File: config.mk
export PLATFORM = sky130hd
export DESIGN_NAME = bpad_seq
export DESIGN_NICKNAME = d
export VERILOG_FILES = /design/src/rtl/bpad_pkg.sv /design/src/rtl/bpad_seq.sv
export SDC_FILE = /design/constraint.sdc
export NUM_CORES = 1
export LEC_CHECK = 0
export BUFFER_PORTS_ARGS = -buffer_cell sky130_fd_sc_hd__buf_2
export CORE_AREA = 2 2 89 91
export CTS_CLUSTER_SIZE = 24
export DETAILED_ROUTE_END_ITERATION = 8
export DIE_AREA = 0 0 91 93
export GPL_ROUTABILITY_DRIVEN = 0
export PLACE_DENSITY_LB_ADDON = 0.3
export SETUP_SLACK_MARGIN = 0.3
export SYNTH_ARGS = -nofsm -noshare
export SYNTH_HDL_FRONTEND = slang
export SYNTH_SLANG_ARGS = --single-unit
File: constraint.sdc
create_clock -name clk -period 6.2 [get_ports clk]
set_input_delay 0.31 -clock clk [delete_from_list [all_inputs] [get_ports clk]]
set_output_delay 0.31 -clock clk [all_outputs]
set_load 0.02 [all_outputs]
File: src/rtl/bpad_pkg.sv
package bpad_pkg;

    localparam int DEFAULT_MAX_VALUES = 1024;
    localparam int VALUE_COUNT_W      = 11;
    localparam int BYTE_W             = 8;
    localparam int STORE_W            = 56;
    localparam int VALUE_W            = 64;
    localparam int HALF_W             = 32;
    localparam int PLANE_W            = 3;
    localparam int INDEX_OUT_W        = 10;

    localparam logic [PLANE_W-1:0] LAST_PLANE_NARROW = 3'd3;
    localparam logic [PLANE_W-1:0] LAST_PLANE_WIDE   = 3'd7;

    typedef enum logic [1:0] {
        KIND_INT32 = 2'd0,
        KIND_INT64 = 2'd1,
        KIND_FLOAT = 2'd2,
        KIND_REF   = 2'd3
    } kind_t;

    typedef enum logic {
        REG_VALUE_COUNT = 1'b0,
        REG_VALUE_KIND  = 1'b1
    } reg_index_t;

    typedef struct packed {
        logic  valid;
        logic  first_plane;
        logic  final_plane;
        logic  last_index;
        kind_t kind;
    } stage_t;

endpackage

File: src/rtl/bpad_seq.sv
module bpad_seq #(
    parameter int MAX_VALUES = 1024,
    parameter int IDX_W      = (MAX_VALUES > 1) ? $clog2(MAX_VALUES) : 1
) (
    input  logic                                 clk,
    input  logic                                 rst_n,
    input  logic                                 cfg_valid,
    input  bpad_pkg::reg_index_t                 cfg_index,
    input  logic [bpad_pkg::VALUE_COUNT_W-1:0]   cfg_data,
    input  logic                                 in_valid,
    output logic                                 in_ready,
    input  logic [bpad_pkg::BYTE_W-1:0]          data_byte,
    input  logic                                 advance,
    output logic                                 rd_en,
    output logic [IDX_W-1:0]                     rd_addr,
    output bpad_pkg::stage_t                     stg,
    output logic [IDX_W-1:0]                     stg_idx,
    output logic [bpad_pkg::BYTE_W-1:0]          stg_byte,
    output logic                                 cfg_clear
);

    import bpad_pkg::*;

    localparam int CNT_CLOG = $clog2(MAX_VALUES + 1);
    localparam int CNT_W    = (CNT_CLOG > VALUE_COUNT_W) ? CNT_CLOG : VALUE_COUNT_W;

    logic [VALUE_COUNT_W-1:0] value_count_reg;
    kind_t                    value_kind_reg;
    logic [PLANE_W-1:0]       plane_reg, plane_next;
    logic [IDX_W-1:0]         index_reg, index_next;
    stage_t                   stg_reg, stg_next;
    logic [IDX_W-1:0]         stg_idx_reg;
    logic [BYTE_W-1:0]        stg_byte_reg;

    logic [CNT_W-1:0]   count_ext;
    logic [CNT_W-1:0]   count_max;
    logic [IDX_W-1:0]   last_idx;
    logic [IDX_W-1:0]   idx_eff;
    logic [PLANE_W-1:0] last_plane;
    logic               at_last_idx;
    logic               at_last_plane;
    logic               accept;

    assign count_ext = CNT_W'(value_count_reg);
    assign count_max = CNT_W'(MAX_VALUES);

    always_comb
    begin
        if (count_ext == '0)
        begin
            last_idx = '0;
        end
        else if (count_ext > count_max)
        begin
            last_idx = IDX_W'(count_max - CNT_W'(1));
        end
        else
        begin
            last_idx = IDX_W'(count_ext - CNT_W'(1));
        end
    end

    assign idx_eff       = (index_reg > last_idx) ? last_idx : index_reg;
    assign last_plane    = (value_kind_reg == KIND_INT64) ? LAST_PLANE_WIDE : LAST_PLANE_NARROW;
    assign at_last_idx   = (idx_eff == last_idx);
    assign at_last_plane = (plane_reg == last_plane);

    assign in_ready  = !stg_reg.valid || advance;
    assign accept    = in_valid && in_ready;
    assign rd_en     = accept;
    assign rd_addr   = idx_eff;
    assign cfg_clear = cfg_valid;

    always_comb
    begin
        plane_next = plane_reg;
        index_next = index_reg;
        if (cfg_valid)
        begin
            plane_next = '0;
            index_next = '0;
        end
        else if (accept)
        begin
            if (at_last_idx)
            begin
                index_next = '0;
                plane_next = at_last_plane ? '0 : plane_reg + PLANE_W'(1);
            end
            else
            begin
                index_next = idx_eff + IDX_W'(1);
            end
        end
    end

    always_comb
    begin
        stg_next = stg_reg;
        if (accept)
        begin
            stg_next.valid       = 1'b1;
            stg_next.first_plane = (plane_reg == '0);
            stg_next.final_plane = at_last_plane;
            stg_next.last_index  = at_last_idx;
            stg_next.kind        = value_kind_reg;
        end
        else if (advance)
        begin
            stg_next.valid = 1'b0;
        end
    end

    always_ff @(posedge clk or negedge rst_n)
    begin
        if (!rst_n)
        begin
            value_count_reg <= VALUE_COUNT_W'(1);
            value_kind_reg  <= KIND_INT32;
            plane_reg       <= '0;
            index_reg       <= '0;
            stg_reg         <= '0;
        end
        else
        begin
            if (cfg_valid)
            begin
                case (cfg_index)
                    REG_VALUE_COUNT: value_count_reg <= cfg_data;
                    REG_VALUE_KIND:  value_kind_reg  <= kind_t'(cfg_data[1:0]);
                    default:         value_count_reg <= value_count_reg;
                endcase
            end
            plane_reg <= plane_next;
            index_reg <= index_next;
            stg_reg   <= stg_next;
        end
    end

    always_ff @(posedge clk)
    begin
        if (accept)
        begin
            stg_idx_reg  <= idx_eff;
            stg_byte_reg <= data_byte;
        end
    end

    assign stg      = stg_reg;
    assign stg_idx  = stg_idx_reg;
    assign stg_byte = stg_byte_reg;

endmodule

==> flow_summary.toml <==
[power]
clockPowerShare_pct = 28.5
p_seq_share_pct = 48.6
sw_frac_of_total_pct = 31.7
power_frac_comb_pct = 23.0
power_density_mw_per_mm2 = 223
vdd_ir_drop_max_mv = 0.101
power_leakage_nw = 1.56
p_int_mw = 0.558
p_sw_mw = 0.259

[sta]
worst_pin_slew_ns = 0.984
rsz0062_at_grt = "no"
max_freq_ghz = 0.203
fin_crit_ns = 4.93
setup_tns_ns = 0
setup_viol = 0
slew_headroom_pct = 34.3
period_share_pct = 79.5
fin_ws_ns = 1.27
skew_ns = 0.00910
finalHoldViolations = 0
report.final.slew_viol_count = 0

[clocking]
clk_latency_ns = 0.31
clock-sinks = 50
cts_hold_buf = 0
path_clk_slew_ns = 0.10
htreeDepth = 2
post_cts_buffers = 0
ctsResizeCount = 0
cts-root-buf = "clkbuf_8"
numCtsBuffers = 5
cts_tree = "done"
cts.path.max_buffers = 2

[cells_and_area]
final_nets = 420
area_growth_pct = 14.9
antenna_cells = 0
drive_gt1_share_pct = 24.3
final_cell_mix = "buf_2, nand2_1, dfrtp_1, o21ai_0, nor2_1"
final_common_cell = "buf_2"
largest_reg_flops = 11

[worst_setup_path]
cp.required_ns = 5.89
r2r-start = "count_ext[0]"
cp_top_family = "compound AO/OA/AOI/OAI gates"
crit_path_max_fanout = 19
worst_setup_path_startpoint = "count_ext[0]"
r2r_slack_ns = 1.44
crit_slowest_cell = "or3b_4"
path_buf_inv = 4
cp_cell_sequence = "inv_1, ha_1, or3b_4, o31ai_1, nor3b_1, ha_1, nand4_1, a211oi_1, a2111oi_1, buf_4, nor2_1, buf_4, o21ai_0, buf_2"
cp.arrival_ns = 4.62
cp.depth = 14
endpoint_kind = "primary output"
critPathKind = "reg -> out"
critPathMaxStageDelay_ns = 0.49
r2r_cells = 16
r2r_end = "index_reg[9]"
start_kind = "flip-flop"

[placed_design]
place_ws_ns = 1.57
dp_hpwl_um = 5690
io_buffers = 61

[detailed_routing]
firstDrtPassIters = 5
dr_total_vias = 2731
avgViaCountPerCell = 5.64
drc = 0
antenna_left = 0
wire_per_inst_um = 15.3
wirelength_um = 7420
drtIter0Drc = 179

[floorplan]
start_util_pct = 42.3
rows = 32
io_pins = 62
fp.dieH_um = 93
core_mm2 = 0.00753
die-area_mm2 = 0.00846
die_x_um = 91

[synthesis]
synth_edf_count = 18
synth_warnings = 0
ys_seq_area_share_pct = 42.2
synth_top_area_share_pct = 24.4
synthCells = 329
synth_ff_type = "dfrtp_1"
syn_area_mm2 = 0.00318
syn_nets = 368
yosysTopAreaCell = "dfrtp_1"
ys_types = 65
synthArstFlopShare_pct = 64.0
syn-mean-instance-area_um2 = 9.68
synthTopCellsByArea = "dfrtp_1, edfxtp_1, ha_1"
synth-seq-cells = 50

[min_path]
hold_class = "in -> async"

[run]
cap_violations = 0

[global_route]
grt_antenna_before_repair = 0
gr-total-overflow = 0
grt_max_degree = 33
grt_pass1_vias = 2521
grtUsageTotal_pct = 18.2
grt_pass1_wl_um = 12400

[run_status]
status = "finished, final reports clean"
[synthesized netlist by cell type (all sizes together) (7+ instances only)]
cell type	number
xnor2	10
ha	14
edfxtp	18
inv	19
clkbuf	14
nor3	11
o31ai	7
o21ai	25
a21oi	12
a22o	8
mux2	9
nand2	31
nand3	10
nor2	21
dfrtp	31
[metrics by stage]
step | instances | area, um^2 | total power, mW | util (%) | hold WS, ns
floorplan | 329 | 3180 | 0.538 | - | 0.0144
global placement | 476 | 3550 | 0.587 | 47.1 | 0.422
detailed placement | 476 | 3550 | 0.589 | 47.1 | 0.423
CTS | 484 | 3660 | 0.824 | 48.6 | 0.0851
global route | 484 | 3660 | 0.862 | 48.6 | 0.119
finish | 484 | 3660 | 0.817 | 48.6 | 0.0419
[per-layer routing]
layer  share of wire (%)  global-route usage (%)  routed length (um)
met1                  48                    25.3                3530
met2                  45                    29.1                3340
met3                 6.3                    3.63                 468
met4                 1.1                    4.92                  82
met5                   0                       0                   0
[how the worst max path moves through the flow]
stage,slack (ns),end
after floorplan,0.61,index_reg[8]
after global placement,1.66,index_reg[9]
after detailed placement,1.57,index_reg[9]
after CTS,1.33,rd_addr[3]
after global routing,0.97,rd_addr[3]
final,1.27,rd_addr[3]
[power by group through the flow]
stage | sequential (mW) | clock (mW) | combinational, mW
floorplan | 0.399 | 0 | 0.139
global placement | 0.402 | 0 | 0.184
detailed placement | 0.403 | 0 | 0.186
CTS | 0.396 | 0.241 | 0.187
global route | 0.401 | 0.249 | 0.211
finish | 0.397 | 0.232 | 0.188
[logic make-up (layout without fill, tap and decap cells)]
family	count (synthesis)	count (layout)	synth area share (%)
and+or+nand+nor	112	112	18.8
AOI/OAI and AO/OA	90	90	20.6
DFF	50	50	42.2
buffers and inverters	38	91	5.19
adders and majority gates	15	15	5.82
xor gates and xnor gates	12	12	3.30
muxes	12	12	4.13
[area by class of cell]
class	count	area (um^2)
Sequential cell	50	1340
Inverter	19	71.3
Clock inverter	3	42.5
Fill cell	741	3870
Timing Repair Buffer	64	328
Clock buffer	5	68.8
Multi-Input combinational cell	241	1680
Tap cell	102	128
[worst register-to-register path, cell delays in order, from the launching register on]
cell	delay, ns
dfstp_2	0.43
inv_1	0.11
ha_1	0.26
or3b_4	0.49
o31ai_1	0.45
nor3b_1	0.46
ha_1	0.33
nand4_1	0.14
a211oi_1	0.06
a2111oi_1	0.36
buf_4	0.22
nor2_1	0.06
buf_4	0.23
o32ai_1	0.49
nand4_1	0.18
xnor2_1	0.18
a22o_1	0.20
(Power assumes the default switching activity.)
