<file path="src/rtl/bpad_pkg.sv">
package bpad_pkg;

    localparam int DEFAULT_MAX_VALUES = 1024;
    localparam int VALUE_COUNT_W      = 11;
    localparam int BYTE_W             = 8;
    localparam int STORE_W            = 56;
    localparam int VALUE_W            = 64;
    localparam int HALF_W             = 32;
    localparam int PLANE_W            = 3;
    localparam int INDEX_OUT_W        = 10;

    localparam logic [PLANE_W-1:0] LAST_PLANE_NARROW = 3'd3;
    localparam logic [PLANE_W-1:0] LAST_PLANE_WIDE   = 3'd7;

    typedef enum logic [1:0] {
        KIND_INT32 = 2'd0,
        KIND_INT64 = 2'd1,
        KIND_FLOAT = 2'd2,
        KIND_REF   = 2'd3
    } kind_t;

    typedef enum logic {
        REG_VALUE_COUNT = 1'b0,
        REG_VALUE_KIND  = 1'b1
    } reg_index_t;

    typedef struct packed {
        logic  valid;
        logic  first_plane;
        logic  final_plane;
        logic  last_index;
        kind_t kind;
    } stage_t;

endpackage

</file>
<file path="src/rtl/bpad_dp.sv">
module bpad_dp #(
    parameter int IDX_W = 10
) (
    input  logic                                clk,
    input  logic                                rst_n,
    input  bpad_pkg::stage_t                    stg,
    input  logic [IDX_W-1:0]                    stg_idx,
    input  logic [bpad_pkg::BYTE_W-1:0]         stg_byte,
    input  logic [bpad_pkg::STORE_W-1:0]        rd_data,
    input  logic                                cfg_clear,
    output logic                                advance,
    output logic                                wr_en,
    output logic [IDX_W-1:0]                    wr_addr,
    output logic [bpad_pkg::STORE_W-1:0]        wr_data,
    output logic                                out_valid,
    input  logic                                out_ready,
    output logic [bpad_pkg::VALUE_W-1:0]        value_bits,
    output logic [bpad_pkg::INDEX_OUT_W-1:0]    value_index,
    output logic                                last_value
);

    import bpad_pkg::*;

    logic                   fwd_valid_reg;
    logic [IDX_W-1:0]       fwd_addr_reg;
    logic [STORE_W-1:0]     fwd_data_reg;
    logic [HALF_W-1:0]      sum_reg, sum_next;
    logic                   out_valid_reg;
    logic [VALUE_W-1:0]     value_bits_reg, value_bits_next;
    logic [INDEX_OUT_W-1:0] value_index_reg;
    logic                   last_value_reg;

    logic [STORE_W-1:0] stored;
    logic [VALUE_W-1:0] raw;
    logic [HALF_W-1:0]  r32;
    logic [HALF_W-1:0]  z32;
    logic [VALUE_W-1:0] z64;
    logic [HALF_W-1:0]  sum_add;
    logic               emit;

    assign stored = (fwd_valid_reg && (fwd_addr_reg == stg_idx)) ? fwd_data_reg : rd_data;
    assign raw    = {stored, stg_byte};
    assign r32    = raw[HALF_W-1:0];
    assign z32    = {1'b0, r32[HALF_W-1:1]} ^ {HALF_W{r32[0]}};
    assign z64    = {1'b0, raw[VALUE_W-1:1]} ^ {VALUE_W{raw[0]}};
    assign sum_add = sum_reg + z32;

    assign advance = stg.valid && (!stg.final_plane || !out_valid_reg || out_ready);
    assign emit    = advance && stg.final_plane;

    assign wr_en   = advance && !stg.final_plane;
    assign wr_addr = stg_idx;
    assign wr_data = stg.first_plane ? STORE_W'(stg_byte) : {stored[STORE_W-BYTE_W-1:0], stg_byte};

    always_comb
    begin
        case (stg.kind)
            KIND_INT64: value_bits_next = z64;
            KIND_FLOAT: value_bits_next = {{HALF_W{1'b0}}, r32[0], r32[HALF_W-1:1]};
            KIND_REF:   value_bits_next = {{HALF_W{sum_add[HALF_W-1]}}, sum_add};
            default:    value_bits_next = {{HALF_W{z32[HALF_W-1]}}, z32};
        endcase
    end

    always_comb
    begin
        sum_next = sum_reg;
        if (cfg_clear)
        begin
            sum_next = '0;
        end
        else if (emit)
        begin
            if (stg.last_index)
            begin
                sum_next = '0;
            end
            else if (stg.kind == KIND_REF)
            begin
                sum_next = sum_add;
            end
        end
    end

    always_ff @(posedge clk or negedge rst_n)
    begin
        if (!rst_n)
        begin
            fwd_valid_reg <= 1'b0;
            sum_reg       <= '0;
            out_valid_reg <= 1'b0;
        end
        else
        begin
            sum_reg <= sum_next;
            if (wr_en)
            begin
                fwd_valid_reg <= 1'b1;
            end
            if (emit)
            begin
                out_valid_reg <= 1'b1;
            end
            else if (out_ready)
            begin
                out_valid_reg <= 1'b0;
            end
        end
    end

    always_ff @(posedge clk)
    begin
        if (wr_en)
        begin
            fwd_addr_reg <= wr_addr;
            fwd_data_reg <= wr_data;
        end
        if (emit)
        begin
            value_bits_reg  <= value_bits_next;
            value_index_reg <= INDEX_OUT_W'(stg_idx);
            last_value_reg  <= stg.last_index;
        end
    end

    assign out_valid   = out_valid_reg;
    assign value_bits  = value_bits_reg;
    assign value_index = value_index_reg;
    assign last_value  = last_value_reg;

    a_hold_when_full: assert property (@(posedge clk) disable iff (!rst_n)
        stg.valid && stg.final_plane && out_valid_reg && !out_ready |-> !advance)
        else $error("final-plane transfer advanced into a full output register");

    a_sum_cleared: assert property (@(posedge clk) disable iff (!rst_n)
        emit && stg.last_index && !cfg_clear |=> sum_reg == '0)
        else $error("running sum not cleared at array end");

    a_fwd_tracks_write: assert property (@(posedge clk) disable iff (!rst_n)
        wr_en |=> fwd_valid_reg && fwd_addr_reg == $past(wr_addr))
        else $error("forwarding register missed a store write");

    a_no_write_on_emit: assert property (@(posedge clk) disable iff (!rst_n)
        emit |-> !wr_en)
        else $error("store written by a completing byte");

endmodule

</file>
<file path="config.mk">
export PLATFORM = sky130hd
export DESIGN_NAME = bpad_dp
export DESIGN_NICKNAME = d
export VERILOG_FILES = /design/src/rtl/bpad_pkg.sv /design/src/rtl/bpad_dp.sv
export SDC_FILE = /design/constraint.sdc
export NUM_CORES = 1
export LEC_CHECK = 0
export BUFFER_PORTS_ARGS = -buffer_cell sky130_fd_sc_hd__buf_2
export CORE_UTILIZATION = 57
export CTS_BUF_LIST = sky130_fd_sc_hd__clkbuf_2 sky130_fd_sc_hd__clkbuf_4 sky130_fd_sc_hd__clkbuf_8
export CTS_CLUSTER_SIZE = 12
export DETAILED_ROUTE_END_ITERATION = 7
export HOLD_SLACK_MARGIN = 0.12
export PLACE_DENSITY = 0.92
export SETUP_SLACK_MARGIN = 0.1
export SLEW_MARGIN = 25
export SYNTH_ARGS = -nofsm -noshare
export SYNTH_HDL_FRONTEND = slang
export SYNTH_SLANG_ARGS = --single-unit
</file>
<file path="constraint.sdc">
create_clock -name clk -period 5.7 [get_ports clk]
set_clock_uncertainty 0.05 [all_clocks]
set_input_delay 0.285 -clock clk [delete_from_list [all_inputs] [get_ports clk]]
set_output_delay 0.285 -clock clk [all_outputs]
set_load 0.01 [all_outputs]
</file>
==> impl_metrics.yaml <==
critical_path:
  startpoint_type: "input pin"
  cp.required_ns: 5.87
  endpoint_kind: "flip-flop"
  max_stage_delay_ns: 0.55
  r2r_end: "value_bits[55]$_DFFE_PP_"
  rr_worst_depth: 17
  cp_slowest_cell: "dlygate4sd3_1"
  rr_startpoint: "fwd_addr_reg[1]$_DFFE_PP_"
  criticalPathCategory: "in2reg"
  worst-path-max-fanout: 31
  rrSetupSlack_ns: 0.59
  cp.arrival_ns: 5.36
  crit_chain: "dlygate4sd3_1 -> buf_2 -> xnor2_1 -> nand3_1 -> nor3_2 -> buf_4 -> mux2i_1 -> xnor2_1 -> ha_1 -> a21oi_4 -> o21ai_2 -> a21oi_2 -> o21bai_1 -> a2111oi_4 -> o22ai_4 -> xnor2_4 -> mux2i_4 -> buf_4 -> o21ai_2"
die:
  core-area_mm2: 0.01724
  die_y_um: 134.7
  start_util: 0.5826
  die-width_um: 134.7
  rows: 48
  io_pins: 228
  dieArea_mm2: 0.01815
placed_design:
  io_buffers: 227
  gp_congestion: 0.9435
  placed_cells: 1290
  hpwl_um: 19590
cts:
  root_buffer: "clkbuf_8"
  cts_hold_buffers: 20
  clock_sinks: 175
  clk_path_buf_depth: 2
  worstSkewPairLatency_ns: 0.49
  path_clk_slew_ns: 0.11
  cts_max_level: 4
  post_cts.repair.setup_buffers: 0
  cts_resized: 0
  numCtsBuffers: 17
  cts_tree: "done"
cells_and_area:
  layout-drive-gt1-share: 0.2990
  final_cells: 1343
  largest_reg_flops: 64
  multi_input_area_mm2: 0.004549
  fillers: 1239
  nets: 1225
  regArea_mm2: 0.005085
  area_growth_pct: 17.23
power:
  p_per_area_mw_per_mm2: 245.0
  p_leak_uw: 0.004817
  clockPowerShare: 0.298
  p_int_uw: 1983
  seqPwrFrac: 0.515
  pwr-share-comb: 0.187
  switching_power_uw: 900.5
  peakVddDrop_mv: 0.1524
  swShare: 0.3123
sta:
  rsz0062_at_grt: "no"
  post-route-min-period_ns: 5.197
  max_freq_ghz: 0.1924
  fin_crit_sh: 0.9118
  relSlewSlack: 0.2594
  setup_viol: 0
  maxSlewViolCount: 0
  worst_pin_slew_ns: 1.111
  finalHoldViolCount: 0
  finalSetupTns_ns: 0
  whs_ns: 0.1770
logic_synthesis:
  yosysSeqAreaShare: 0.5064
  synth_cell_types: 63
  avgSynthCellArea_um2: 11.17
  syn_inst: 899
  ys_async_sr_fraction: 0.1943
  syn_nets: 1020
  netlist_area_mm2: 0.01004
  yosys_most_used_dff: "edfxtp_1"
  synth-edff-count: 141
  ys_ff_latch: 175
  yosysWarnings: 0
grt:
  grt_max_degree: 67
  antenna_found_initial: 1
  grt_pass1_vias: 8114
  grt_pass1_wl_um: 43460
  gr-total-overflow: 0
  grt_usage: 0.3185
drt:
  ant_nets: 0
  vias_per_cell: 6.170
  dr.pass1.iters: 7
  drt-initial-drc-count: 695
  wl_per_cell_um: 21.34
  route.detailed.drc: 0
  via_count: 8286
  drt_wl_total_um: 28650
min_path:
  hold_end: "fwd_data_reg[42]$_DFFE_PP_"
  whs_path_depth: 3
  hold_class: "in2reg"
  min_from: "rd_data[34]"
job:
  max_cap_violations: 0
status:
  outcome: "completed"
==> through the flow <==
step | cell area [µm²] | worst slack [ns] | total power, µW | util
after CTS | 11760 | 0.5472 | 2878 | 0.6823
after detailed placement | 11180 | 0.6970 | 2027 | 0.6487
after global routing | 11770 | 0.2759 | 2980 | 0.6830
after floorplan | 10040 | 1.480 | 1854 | -
after global placement | 11180 | 0.7974 | 2010 | 0.6487
final | 11770 | 0.5028 | 2884 | 0.6830
==> worst max path at each step <==
| stage | from | cells after the start | end |
|---|---|---|---|
| CTS | stg_idx[9] | 19 | value_bits[32]$_DFFE_PP_ |
| finish | stg_idx[3] | 19 | value_bits[55]$_DFFE_PP_ |
| global placement | stg_idx[9] | 18 | value_bits[32]$_DFFE_PP_ |
| global route | stg_idx[9] | 19 | value_bits[32]$_DFFE_PP_ |
| detailed placement | stg_idx[6] | 18 | value_bits[32]$_DFFE_PP_ |
| floorplan | fwd_addr_reg[9]$_DFFE_PP_ | 19 | value_bits[35]$_DFFE_PP_ |
==> synth_stat cells (3+ instances only) <==
library cell,n,area [µm²]
a21oi_4,3,48.80
a22o_1,21,183.9
a21oi_2,3,26.28
edfxtp_1,141,4234
nand2_1,46,172.7
nor2_1,109,409.1
nor3_1,5,25.02
buf_4,18,135.1
buf_2,8,40.04
mux2_2,9,101.4
nand2b_1,5,31.28
ha_1,36,450.4
o21ai_1,9,45.04
o21ai_0,46,230.2
dfrtp_1,34,850.8
a221oi_1,4,35.03
xor2_1,24,210.2
nor2b_1,8,50.05
o21a_1,29,217.7
mux2i_1,52,520.5
buf_6,5,56.30
o21ai_2,32,280.3
clkbuf_1,39,146.4
o21bai_1,6,45.04
a21o_1,13,97.59
a21oi_1,59,295.3
nand4_1,10,62.56
inv_1,14,52.55
a22oi_1,8,60.06
nand3_1,11,55.05
o221ai_1,3,26.28
nor4_1,3,18.77
xnor2_1,47,411.6
a211oi_1,4,30.03
==> power by group through the flow <==
| stage | clock network [µW] | logic, µW | registers, µW |
|---|---|---|---|
| 6_report | 860 | 538 | 1490 |
| 5_1_grt | 910 | 579 | 1490 |
| 4_1_cts | 864 | 528 | 1490 |
| 3_5_place_dp | 0 | 513 | 1510 |
| 3_3_place_gp | 0 | 498 | 1510 |
| 2_1_floorplan | 0 | 328 | 1530 |
==> worst max-delay path: cells and delay by family <==
kind / cells / cell delay (ns)
muxes: 2 / 0.81
AOI/OAI and AO/OA: 7 / 1.23
buffers and inverters: 4 / 1.63
adders and majority gates: 1 / 0.46
and+or+nand+nor: 2 / 0.33
xor gates and xnor gates: 3 / 0.58
==> per-layer routing <==
| metal | up-vias | global-route usage | share of wire | routed length (µm) |
|---|---|---|---|---|
| li1 | 3694 | - | - | - |
| met1 | 3956 | 0.3994 | 0.38 | 11000 |
| met2 | 552 | 0.5223 | 0.49 | 13980 |
| met3 | 84 | 0.05931 | 0.089 | 2562 |
| met4 | 0 | 0.1754 | 0.039 | 1112 |
| met5 | - | 0 | 0 | 0 |
==> layout by cell type (no fill, tap or decap), types with 6 or more instances in the layout <==
cell,count
mux2_2,9
o21ai_0,46
nand4_1,10
dlygate4sd3_1,20
buf_2,226
mux2i_1,52
xnor2_1,47
o21bai_1,6
o21ai_1,9
o21a_1,29
nor2b_1,7
nor2_1,108
a22o_1,21
clkbuf_8,17
dfrtp_1,34
a22oi_1,8
a21o_1,13
inv_1,13
nand2_1,46
ha_1,36
buf_4,12
o21ai_2,32
edfxtp_1,141
xor2_1,24
nand3_1,11
a21oi_1,59
==> logic make-up (layout without fill, tap and decap cells) <==
family                     after synthesis  in the layout  share of synthesized area
xor gates and xnor gates                72             72                    0.06466
buffers and inverters                   86            304                    0.04361
DFF                                    175            175                     0.5064
and+or+nand+nor                        205            205                    0.08772
other                                    0              1                          0
adders and majority gates               37             37                    0.04685
muxes                                   62             62                    0.06417
AOI/OAI and AO/OA                      262            262                     0.1866
==> final cells by class <==
cell class,instances,share of cell area
timing repair buffer,258,0.1207
multi-input combinational,638,0.3864
antenna,1,0.0002126
sequential,175,0.4319
inverter,14,0.004464
clock inverter,15,0.01243
clock buffer,17,0.01987
tap,225,0.02391
No activity file was read; power rests on OpenSTA's default activity.
