--- src/rtl/bpad_ram.sv ---
module bpad_ram #(
    parameter int WIDTH = 8,
    parameter int DEPTH = 16,
    parameter int AW    = (DEPTH > 1) ? $clog2(DEPTH) : 1
) (
    input  logic             clk,
    input  logic             wr_en,
    input  logic [AW-1:0]    wr_addr,
    input  logic [WIDTH-1:0] wr_data,
    input  logic             rd_en,
    input  logic [AW-1:0]    rd_addr,
    output logic [WIDTH-1:0] rd_data
);

    logic [WIDTH-1:0] mem [DEPTH];

    always_ff @(posedge clk)
    begin
        if (wr_en)
        begin
            mem[wr_addr] <= wr_data;
        end
        if (rd_en)
        begin
            rd_data <= mem[rd_addr];
        end
    end

endmodule

--- config.mk ---
export PLATFORM = sky130hd
export DESIGN_NAME = bpad_ram
export DESIGN_NICKNAME = d
export VERILOG_FILES = /design/src/rtl/bpad_ram.sv
export SDC_FILE = /design/constraint.sdc
export NUM_CORES = 1
export LEC_CHECK = 0
export ABC_AREA = 0
export BUFFER_PORTS_ARGS = -buffer_cell sky130_fd_sc_hd__buf_2
export CAP_MARGIN = 20
export CORE_ASPECT_RATIO = 1.5
export CORE_UTILIZATION = 60
export CTS_CLUSTER_SIZE = 25
export DETAILED_ROUTE_END_ITERATION = 8
export HOLD_SLACK_MARGIN = 0.05
export PLACE_DENSITY = 0.78
export SYNTH_ARGS = -nofsm -noshare
export SYNTH_HDL_FRONTEND = slang
export SYNTH_SLANG_ARGS = --single-unit
--- constraint.sdc ---
create_clock -name clk -period 2.2 [get_ports clk]
set_input_delay 0.11 -clock clk [delete_from_list [all_inputs] [get_ports clk]]
set_output_delay 0.11 -clock clk [all_outputs]
set_load 0.05 [all_outputs]
==> run metrics, run 1 <==
num ports=27; commonest non-fill, non-tap cell in the layout=edfxtp_1; CP required=2.35 ns; Max FO, Critical Path=1; port bufs=26; clk root buf=clkbuf_16; share of cells above drive strength 1=29.7%; global-route usage over all layers=between 20% and 30%; initial antenna violation count=0; CTS tree=done; final std cells w/o fill=403; Worst EP arrival=1.67 ns; fill count=485; antenna cell count=0; largest net degree at the start of global routing=21; Initial Util=62.1%; Remaining Overflow, GRT=0; Max-Slew Margin vs Limit=roughly 45%; Hold WC Path Type=in2reg; status=complete, no violations; worst hold slack=about 0.081 ns; Final Skew=0.00476 ns; leakage=roughly 0.0021 µW; mux contribution to synthesized area=between 10% and 20%; Cells after Synth=229; CTS sink count=136; post_cts resized=0; first-pass GRT wire length=14700 µm; H-tree lvl count=4; Post-Synth XOR/XNOR Area=0%; CP Launch Type=flip-flop; Rows=about 40; critical path type=reg2reg; WL final=9750 µm; Residual DRC=0; full die area=9100 µm²; core area=8410 µm²; Post-DP HPWL=6280 µm; unique cell type count in the Yosys netlist=18; number of global-route vias before repair=2577; wire per inst=24.2 µm; CTS clk-pin slew, worst paths=roughly 0.050 ns; final hold viol count=0; Max-Cap Viols=0; cts hold-fix bufs=1; 1st-iter DRT viols=approximately 220; worst slew pin tran=slightly above 0.8 ns; Area after DPL=5580 µm²; fin area=6200 µm²; Routed Antenna Nets=0; Worst Setup End Kind=flip-flop; Synth Cell Area=roughly 5200 µm²; Num CTS Buffers=17; Final Setup Violations=0; final worst-path cycle share=69.4%; post-synthesis adder-cell area fraction=0%; maximum VDD drop=0.000825 V; Die Y=116 µm; Yosys warnings=0; clock tree buffer depth=2; Tot Pwr=6200 µW; register area share after synthesis=about four fifths; Syn Area/Cell=22.8 µm²; synthesis-to-finish area growth=18.7%; via count=between 2000 and 2500; post-synthesis simple-gate area fraction=3.14%; FF+latch count, synth=136; Nets=302; Power Dens Cells=1000 nW/µm²; setup tns final=0 ns; Fmax=~660 MHz; Synth Area in Compound Gates=2.30%; post-CTS setup repair buffer count=0; Final Max Slew Viols=0; Clock Latency Late Sink=0.41 ns; Die W=78.2 µm; RePlAce Congestion=0.706; syn nets=248; Pre-antenna DRT Iters=4; vias per cell=6.15; RSZ-0062 raised after global routing=no; most frequent cells in the layout=136 x edfxtp_1, 26 x buf_2, 18 x mux4_2; largest family of logic cells by synthesized area=multiplexers; Tmin final=around 1.5 ns; dpl cells=370
==> worst max-delay path, cell delays in order, from the launching register on <==
cell,delay [ns]
edfxtp_1,0.37
mux4_1,0.54
a22oi_1,0.24
nand2_1,0.11
==> path summary, 6_finish.rpt <==
path | startpoint | endpoint | slack, ns | cells after the start
max | mem[0][0] | rd_data[0] | 0.67 | 3
min | wr_data[0] | mem[2][0] | 0.08 | 1
max reg2reg | mem[0][0] | rd_data[0] | 0.67 | 3
min reg2reg | mem[14][3] | rd_data[3] | 0.75 | 3
==> layer usage <==
metal  global-route usage, %  share of wire [%]
met2                    39.9                 53
met4                    13.6                3.2
met5                       0                  0
met1                    29.2                 39
met3                    8.05                5.1
==> stage by stage <==
step           setup WS (ns)  util, %
6_report               0.673     73.8
5_1_grt                0.613     73.8
4_1_cts                0.667     73.8
3_5_place_dp           0.440     66.3
3_3_place_gp           0.453     66.3
2_1_floorplan          0.597        -
==> logic make-up (layout without fill, tap and decap cells) <==
| group | after synthesis | in the layout |
|---|---|---|
| and+or+nand+nor | 35 | 35 |
| muxes | 32 | 32 |
| AOI/OAI and AO/OA | 16 | 16 |
| buffers and inverters | 10 | 77 |
| DFF | 136 | 136 |
==> cell usage after synthesis, drive strengths merged <==
cell,number,area (µm²)
edfxtp,136,4080
mux4,32,773
a22oi,16,120
nor2,13,48.8
nand2,9,33.8
buf,7,56.3
nor3,4,20.0
clkdlybuf4s25,3,30.0
nand2b,2,12.5
nand3b,2,15.0
and2,1,6.26
and2b,1,7.51
nand3,1,5.00
nor2b,1,6.26
or3b,1,8.76
==> power by group <==
| group | leakage [µW] | switching (µW) | internal, µW |
|---|---|---|---|
| sequential | 0.00124 | 14.3 | 2920 |
| clock | 0.000302 | 970 | 1990 |
| combinational | 0.000586 | 194 | 118 |
| total | 0.00212 | 1180 | 5020 |
==> sequential cells by signal, summed over array words and instances, names as in the netlist <==
register  count
rd_data       8
mem         128
==> layout make-up <==
class | instances | area (µm²) | area share (%)
Sequential cell | 136 | 4080 | 65.8
Multi-Input combinational cell | 83 | 1060 | 17.0
Clock buffer | 20 | 437 | 7.04
Timing Repair Buffer | 45 | 313 | 5.04
Clock inverter | 12 | 180 | 2.90
Tap cell | 107 | 134 | 2.16
Power figures use the tool's default switching activity.
==> run 2: changes to the inputs <==
--- a/config.mk
+++ b/config.mk
@@ -9,11 +9,11 @@
 export BUFFER_PORTS_ARGS = -buffer_cell sky130_fd_sc_hd__buf_2
 export CAP_MARGIN = 20
 export CORE_ASPECT_RATIO = 1.5
-export CORE_UTILIZATION = 60
+export CORE_UTILIZATION = 54
 export CTS_CLUSTER_SIZE = 25
 export DETAILED_ROUTE_END_ITERATION = 8
 export HOLD_SLACK_MARGIN = 0.05
-export PLACE_DENSITY = 0.78
+export PLACE_DENSITY = 0.74
 export SYNTH_ARGS = -nofsm -noshare
 export SYNTH_HDL_FRONTEND = slang
 export SYNTH_SLANG_ARGS = --single-unit
==> constraint.sdc (replaced) <==
create_clock -name clk -period 1.3 [get_ports clk]
set_input_delay 0.065 -clock clk [delete_from_list [all_inputs] [get_ports clk]]
set_output_delay 0.065 -clock clk [all_outputs]
set_load 0.05 [all_outputs]
==> run metrics, run 2 (synthesis gave the netlist of run 1 again) <==
status=complete, but fails checks (was complete, no violations); failing checks=setup timing; clk root buf=clkbuf_16 (unchanged); worst slew pin tran=0.954 ns (was 0.827 ns); CP required=1.45 ns (was 2.35 ns); Max FO, Critical Path=1 (unchanged); Max-Slew Margin vs Limit=36.3% (was 44.7%); core area=9310 µm² (was 8410 µm²); Nets=322 (was 302); first-pass GRT wire length=15000 µm (was 14700 µm); vias per cell=5.88 (was 6.15); Final Max Slew Viols=0 (unchanged); Switch Pwr=1860 µW (was 1180 µW); WL final=10100 µm (was 9750 µm); global-route usage over all layers=22.9% (was 24.5%); Initial Util=56.2% (was 62.1%); fin area=6280 µm² (was 6200 µm²); dpl cells=388 (was 370); final hold viol count=0 (unchanged); sw frac=19.8% (was 19.0%); antenna cell count=0 (unchanged); CP Launch Type=flip-flop (unchanged); clock tree buffer depth=2 (unchanged); port bufs=26 (unchanged); Routed Antenna Nets=0 (unchanged); Internal=7550 µW (was 5020 µW); Worst EP arrival=1.58 ns (was 1.67 ns); Num CTS Buffers=17 (unchanged); RePlAce Congestion=0.826 (was 0.706); Combinational Power Share=6.3% (was 5.0%); Largest Register=mem (unchanged); leakage=0.00213 µW (was 0.00212 µW); commonest non-fill, non-tap cell in the layout=edfxtp_1 (unchanged); full die area=10100 µm² (was 9100 µm²); Post-DP HPWL=6710 µm (was 6280 µm); final std cells w/o fill=426 (was 403); maximum VDD drop=0.00106 V (was 0.000825 V); setup ws final=-0.126 ns (was 0.673 ns); final worst-path cycle share=110% (was 69.4%); num ports=27 (unchanged); most frequent cells in the layout=136 x edfxtp_1, 27 x mux4_2, 26 x buf_2, 26 x buf_4, 17 x clkbuf_16 (was 136 x edfxtp_1, 26 x buf_2, 18 x mux4_2); CTS clk-pin slew, worst paths=0.05 ns (about the same); wire per inst=23.7 µm (was 24.2 µm); CTS sink count=136 (unchanged); number of global-route vias before repair=2669 (was 2577); Area after DPL=5690 µm² (was 5580 µm²); Hold WC Path Type=in2reg (unchanged); critical path type=reg2reg (unchanged); Seq pwr share=52.9% (was 47.3%); RSZ-0062 raised after global routing=yes (was no); Die Y=123 µm (was 116 µm); CTS tree=done (unchanged); clock network fraction of total power=40.9% (was 47.7%); Largest regs=mem (128), rd_data (8) (unchanged); via count=2506 (was 2480); Worst Setup End Kind=flip-flop (unchanged); H-tree lvl count=4 (unchanged); Residual DRC=0 (unchanged); 1st-iter DRT viols=134 (was 219); Fmax=701 MHz (was 655 MHz); Tmin final=1.43 ns (was 1.53 ns); Die W=82.3 µm (was 78.2 µm); max FFs per register=128 (unchanged); Pre-antenna DRT Iters=4 (unchanged); Max-Cap Viols=0 (unchanged); Power Dens Cells=1500 nW/µm² (was 1000 nW/µm²); synthesis-to-finish area growth=20.1% (was 18.7%); initial antenna violation count=0 (unchanged); Core Util, Final=67.4% (was 73.8%); Final Skew=0.00596 ns (was 0.00476 ns); share of cells above drive strength 1=36.3% (was 29.7%); Rows=43 (was 41); largest net degree at the start of global routing=21 (unchanged); Final Setup Violations=8 (was 0); dpl ws=-0.261 ns (was 0.440 ns); Remaining Overflow, GRT=0 (unchanged); Clock Latency Late Sink=0.40 ns (was 0.41 ns)
run 2: cell type report:
cell class	count	area [µm²]
clock buffer	22	444
clock inverter	8	33.8
fill	592	3030
multi-input combinational	83	1070
sequential	136	4080
tap	112	140
timing repair buffer	65	505
run 2: path summary, 6_finish.rpt:
check | startpoint | slack (ns) | cells after the start | end
worst max-delay path | mem[3][6] | -0.13 | 3 | rd_data[6]
worst max register to register | mem[3][6] | -0.13 | 3 | rd_data[6]
worst min register to register | mem[4][3] | 0.74 | 3 | rd_data[3]
worst min-delay path | wr_data[5] | 0.07 | 1 | mem[4][5]
run 2: what timing repair did:
action | in CTS | in global routing
buffers inserted | 0 | 0
hold buffers | 8 | 0
gates cloned | 0 | 0
endpoints found under the hold margin | 100 | 0
resized for setup | 3 | 7
pin swaps | 0 | 3
setup endpoints to repair | 8 | 8
run 2: per-stage QoR:
stage          hold WS, ns  power (µW)  setup TNS [ns]
6_report            0.0720        9420          -0.719
5_1_grt             0.0622        9700           -1.08
4_1_cts             0.0505        9480          -0.918
3_5_place_dp         0.457        5620           -2.31
3_3_place_gp         0.448        5600           -1.88
2_1_floorplan        0.164        5390          -0.946
run 2: critical path, stage by stage, from the launching register on:
cell and delay (ns):
edfxtp_1 0.41, mux4_2 0.51, a22oi_2 0.18, nand2_1 0.07
run 2: power groups by stage:
stage	registers (µW)	logic (µW)	clock network [µW]
after detailed placement	5060	556	0
after floorplan	5130	259	0
final	4980	590	3850
after global routing	4980	630	4090
after CTS	4980	582	3920
after global placement	5060	539	0
run 2: per-layer routing:
metal / vias to the layer above / global-route usage (%) / routed length (µm)
met5: - / 0 / 0
met1: 1281 / 26.6 / 3870
met4: 0 / 10.7 / 214
met2: 89 / 38.6 / 5540
li1: 1118 / - / -
met3: 18 / 6.47 / 454
==> run 3: changes to the inputs <==
--- a/config.mk
+++ b/config.mk
@@ -14,6 +14,7 @@
 export DETAILED_ROUTE_END_ITERATION = 8
 export HOLD_SLACK_MARGIN = 0.05
 export PLACE_DENSITY = 0.74
+export RECOVER_POWER = 100
 export SYNTH_ARGS = -nofsm -noshare
 export SYNTH_HDL_FRONTEND = slang
 export SYNTH_SLANG_ARGS = --single-unit
==> run metrics, run 3 (synthesis gave the netlist of run 1 again) <==
clock tree buffer depth=2 (unchanged); critical path type=reg2reg (unchanged); Max-Cap Viols=0 (unchanged); Worst Setup End Kind=flip-flop (unchanged); core area=9310 µm² (unchanged); Worst EP arrival=1.58 ns (about the same); status=complete, but fails checks (unchanged); Core Util, Final=66.2% (was 67.4%); Fmax=699 MHz (was 701 MHz); Remaining Overflow, GRT=0 (unchanged); Tmin final=1.43 ns (about the same); Pre-antenna DRT Iters=4 (unchanged); fill count=629 (was 592); max FFs per register=128 (unchanged); Final Max Slew Viols=0 (unchanged); CP Launch Type=flip-flop (unchanged); Hold EP=mem[6][5] (was mem[4][5]); hold-critical path depth=1 (unchanged); via count=2486 (was 2506); RSZ-0062 raised after global routing=yes (unchanged); Nets=322 (unchanged); R2R Setup Slk=-0.13 ns (about the same); CTS clk-pin slew, worst paths=0.05 ns (about the same); reg-to-reg startpoint=mem[3][6] (unchanged); Die Y=123 µm (unchanged); CTS tree=done (unchanged); fin area=6170 µm² (was 6280 µm²); Final Skew=0.00601 ns (was 0.00596 ns); maximum VDD drop=0.00105 V (was 0.00106 V); Max FO, Critical Path=1 (unchanged); wire per inst=23.6 µm (was 23.7 µm); port bufs=26 (unchanged); clk root buf=clkbuf_16 (unchanged); initial antenna violation count=0 (unchanged); Area after DPL=5690 µm² (unchanged); setup ws final=-0.131 ns (was -0.126 ns); WL final=10100 µm (about the same); CP Cell Sequence=mux4_2 > a22oi_2 > nand2_1 (unchanged); Power Dens Cells=1530 nW/µm² (was 1500 nW/µm²); HP Start=wr_data[5] (unchanged); num ports=27 (unchanged); Initial Util=56.2% (unchanged); Largest Register=mem (unchanged); most frequent cells in the layout=136 x edfxtp_1, 39 x clkbuf_1, 27 x mux4_2 (was 136 x edfxtp_1, 27 x mux4_2, 26 x buf_2, 26 x buf_4, 17 x clkbuf_16); Post-DP HPWL=6710 µm (unchanged); final worst-path cycle share=110% (about the same); global-route usage over all layers=22.9% (unchanged); largest net degree at the start of global routing=21 (unchanged); Register-to-Register Path Depth=3 (unchanged); Clock Latency Late Sink=0.41 ns (was 0.40 ns); 1st-iter DRT viols=170 (was 134); Routed Antenna Nets=0 (unchanged); Hold WC Path Type=in2reg (unchanged); Largest stage delay, worst path=0.51 ns (about the same); failing checks=setup timing (unchanged); vias per cell=5.84 (was 5.88); synthesis-to-finish area growth=18.0% (was 20.1%); Max-Slew Margin vs Limit=38.3% (was 36.3%); Final Setup Violations=8 (unchanged); Rows=43 (unchanged); worst hold slack=0.231 ns (was 0.0720 ns); leakage=0.00200 µW (was 0.00213 µW); CTS sink count=136 (unchanged); final hold viol count=0 (unchanged); Slowest cell on crit path=mux4_2 (unchanged); H-tree lvl count=4 (unchanged); antenna cell count=0 (unchanged); share of cells above drive strength 1=25.2% (was 36.3%); RePlAce Congestion=0.826 (unchanged); Largest regs=mem (128), rd_data (8) (unchanged); Num CTS Buffers=17 (unchanged); dpl ws=-0.261 ns (unchanged); Residual DRC=0 (unchanged); full die area=10100 µm² (unchanged); CP required=1.45 ns (about the same); first-pass GRT wire length=15000 µm (unchanged); worst slew pin tran=0.923 ns (was 0.954 ns); Die W=82.3 µm (unchanged); R2R Path End=rd_data[6] (unchanged); number of global-route vias before repair=2669 (unchanged); commonest non-fill, non-tap cell in the layout=edfxtp_1 (unchanged)
run 3: cell types whose count changed in the layout (fill, tap and decap cells not counted), sizes merged:
cell    before  now
clkbuf      22   64
buf         57   15
run 3: area by class of cell:
class                           instances  area (µm²)  share of cell area [%]
Clock inverter                          8        33.8                   0.548
Timing Repair Buffer                   65         400                    6.49
Tap cell                              112         140                    2.27
Sequential cell                       136        4080                    66.2
Clock buffer                           22         444                    7.20
Multi-Input combinational cell         83        1060                    17.2
run 3: metrics by stage:
stage | std cells | setup TNS (ns) | total power (µW)
2_1_floorplan | 229 | -0.946 | 5390
3_3_place_gp | 388 | -1.88 | 5600
3_5_place_dp | 388 | -2.31 | 5620
4_1_cts | 426 | -0.918 | 9480
5_1_grt | 426 | -1.08 | 9690
6_report | 426 | -0.754 | 9420
run 3: worst max-delay path: cells and delay by family (launching register included):
family / cells / cell delay (ns)
muxes: 1 / 0.51
DFF: 1 / 0.40
AOI/OAI and AO/OA: 1 / 0.19
and+or+nand+nor: 1 / 0.07
run 3: worst max path at each step:
| stage | cells after the start | endpoint | slack [ns] | start |
|---|---|---|---|---|
| floorplan | 2 | mem[3][0] | -0.03 | wr_addr[2] |
| global placement | 5 | rd_data[7] | -0.25 | rd_addr[0] |
| detailed placement | 5 | rd_data[4] | -0.26 | rd_addr[0] |
| CTS | 3 | rd_data[6] | -0.13 | mem[3][6] |
| global route | 3 | rd_data[0] | -0.15 | mem[5][0] |
| finish | 3 | rd_data[6] | -0.13 | mem[3][6] |
run 3: what timing repair did:
item / CTS / global route
hold buffers: 8 / 0
endpoints found under the hold margin: 100 / 0
pin swaps: 0 / 3
gates resized for setup: 3 / 7
setup buffers: 0 / 0
endpoints found under the setup margin: 8 / 8
run 3: per-layer routing:
metal | part of all wire (%) | vias up | global-route usage, % | routed length [µm]
li1 | - | 1116 | - | -
met1 | 38 | 1271 | 26.6 | 3840
met2 | 56 | 87 | 38.6 | 5620
met3 | 4.7 | 12 | 6.47 | 477
met4 | 1.3 | 0 | 10.7 | 130
met5 | 0 | - | 0 | 0
run 3: report_power, final:
part           internal (µW)  total, µW  leakage [µW]  switching (µW)
sequential              4950       4980       0.00124            31.2
combinational            229        570      0.000529             342
clock                   2360       3870      0.000235            1510
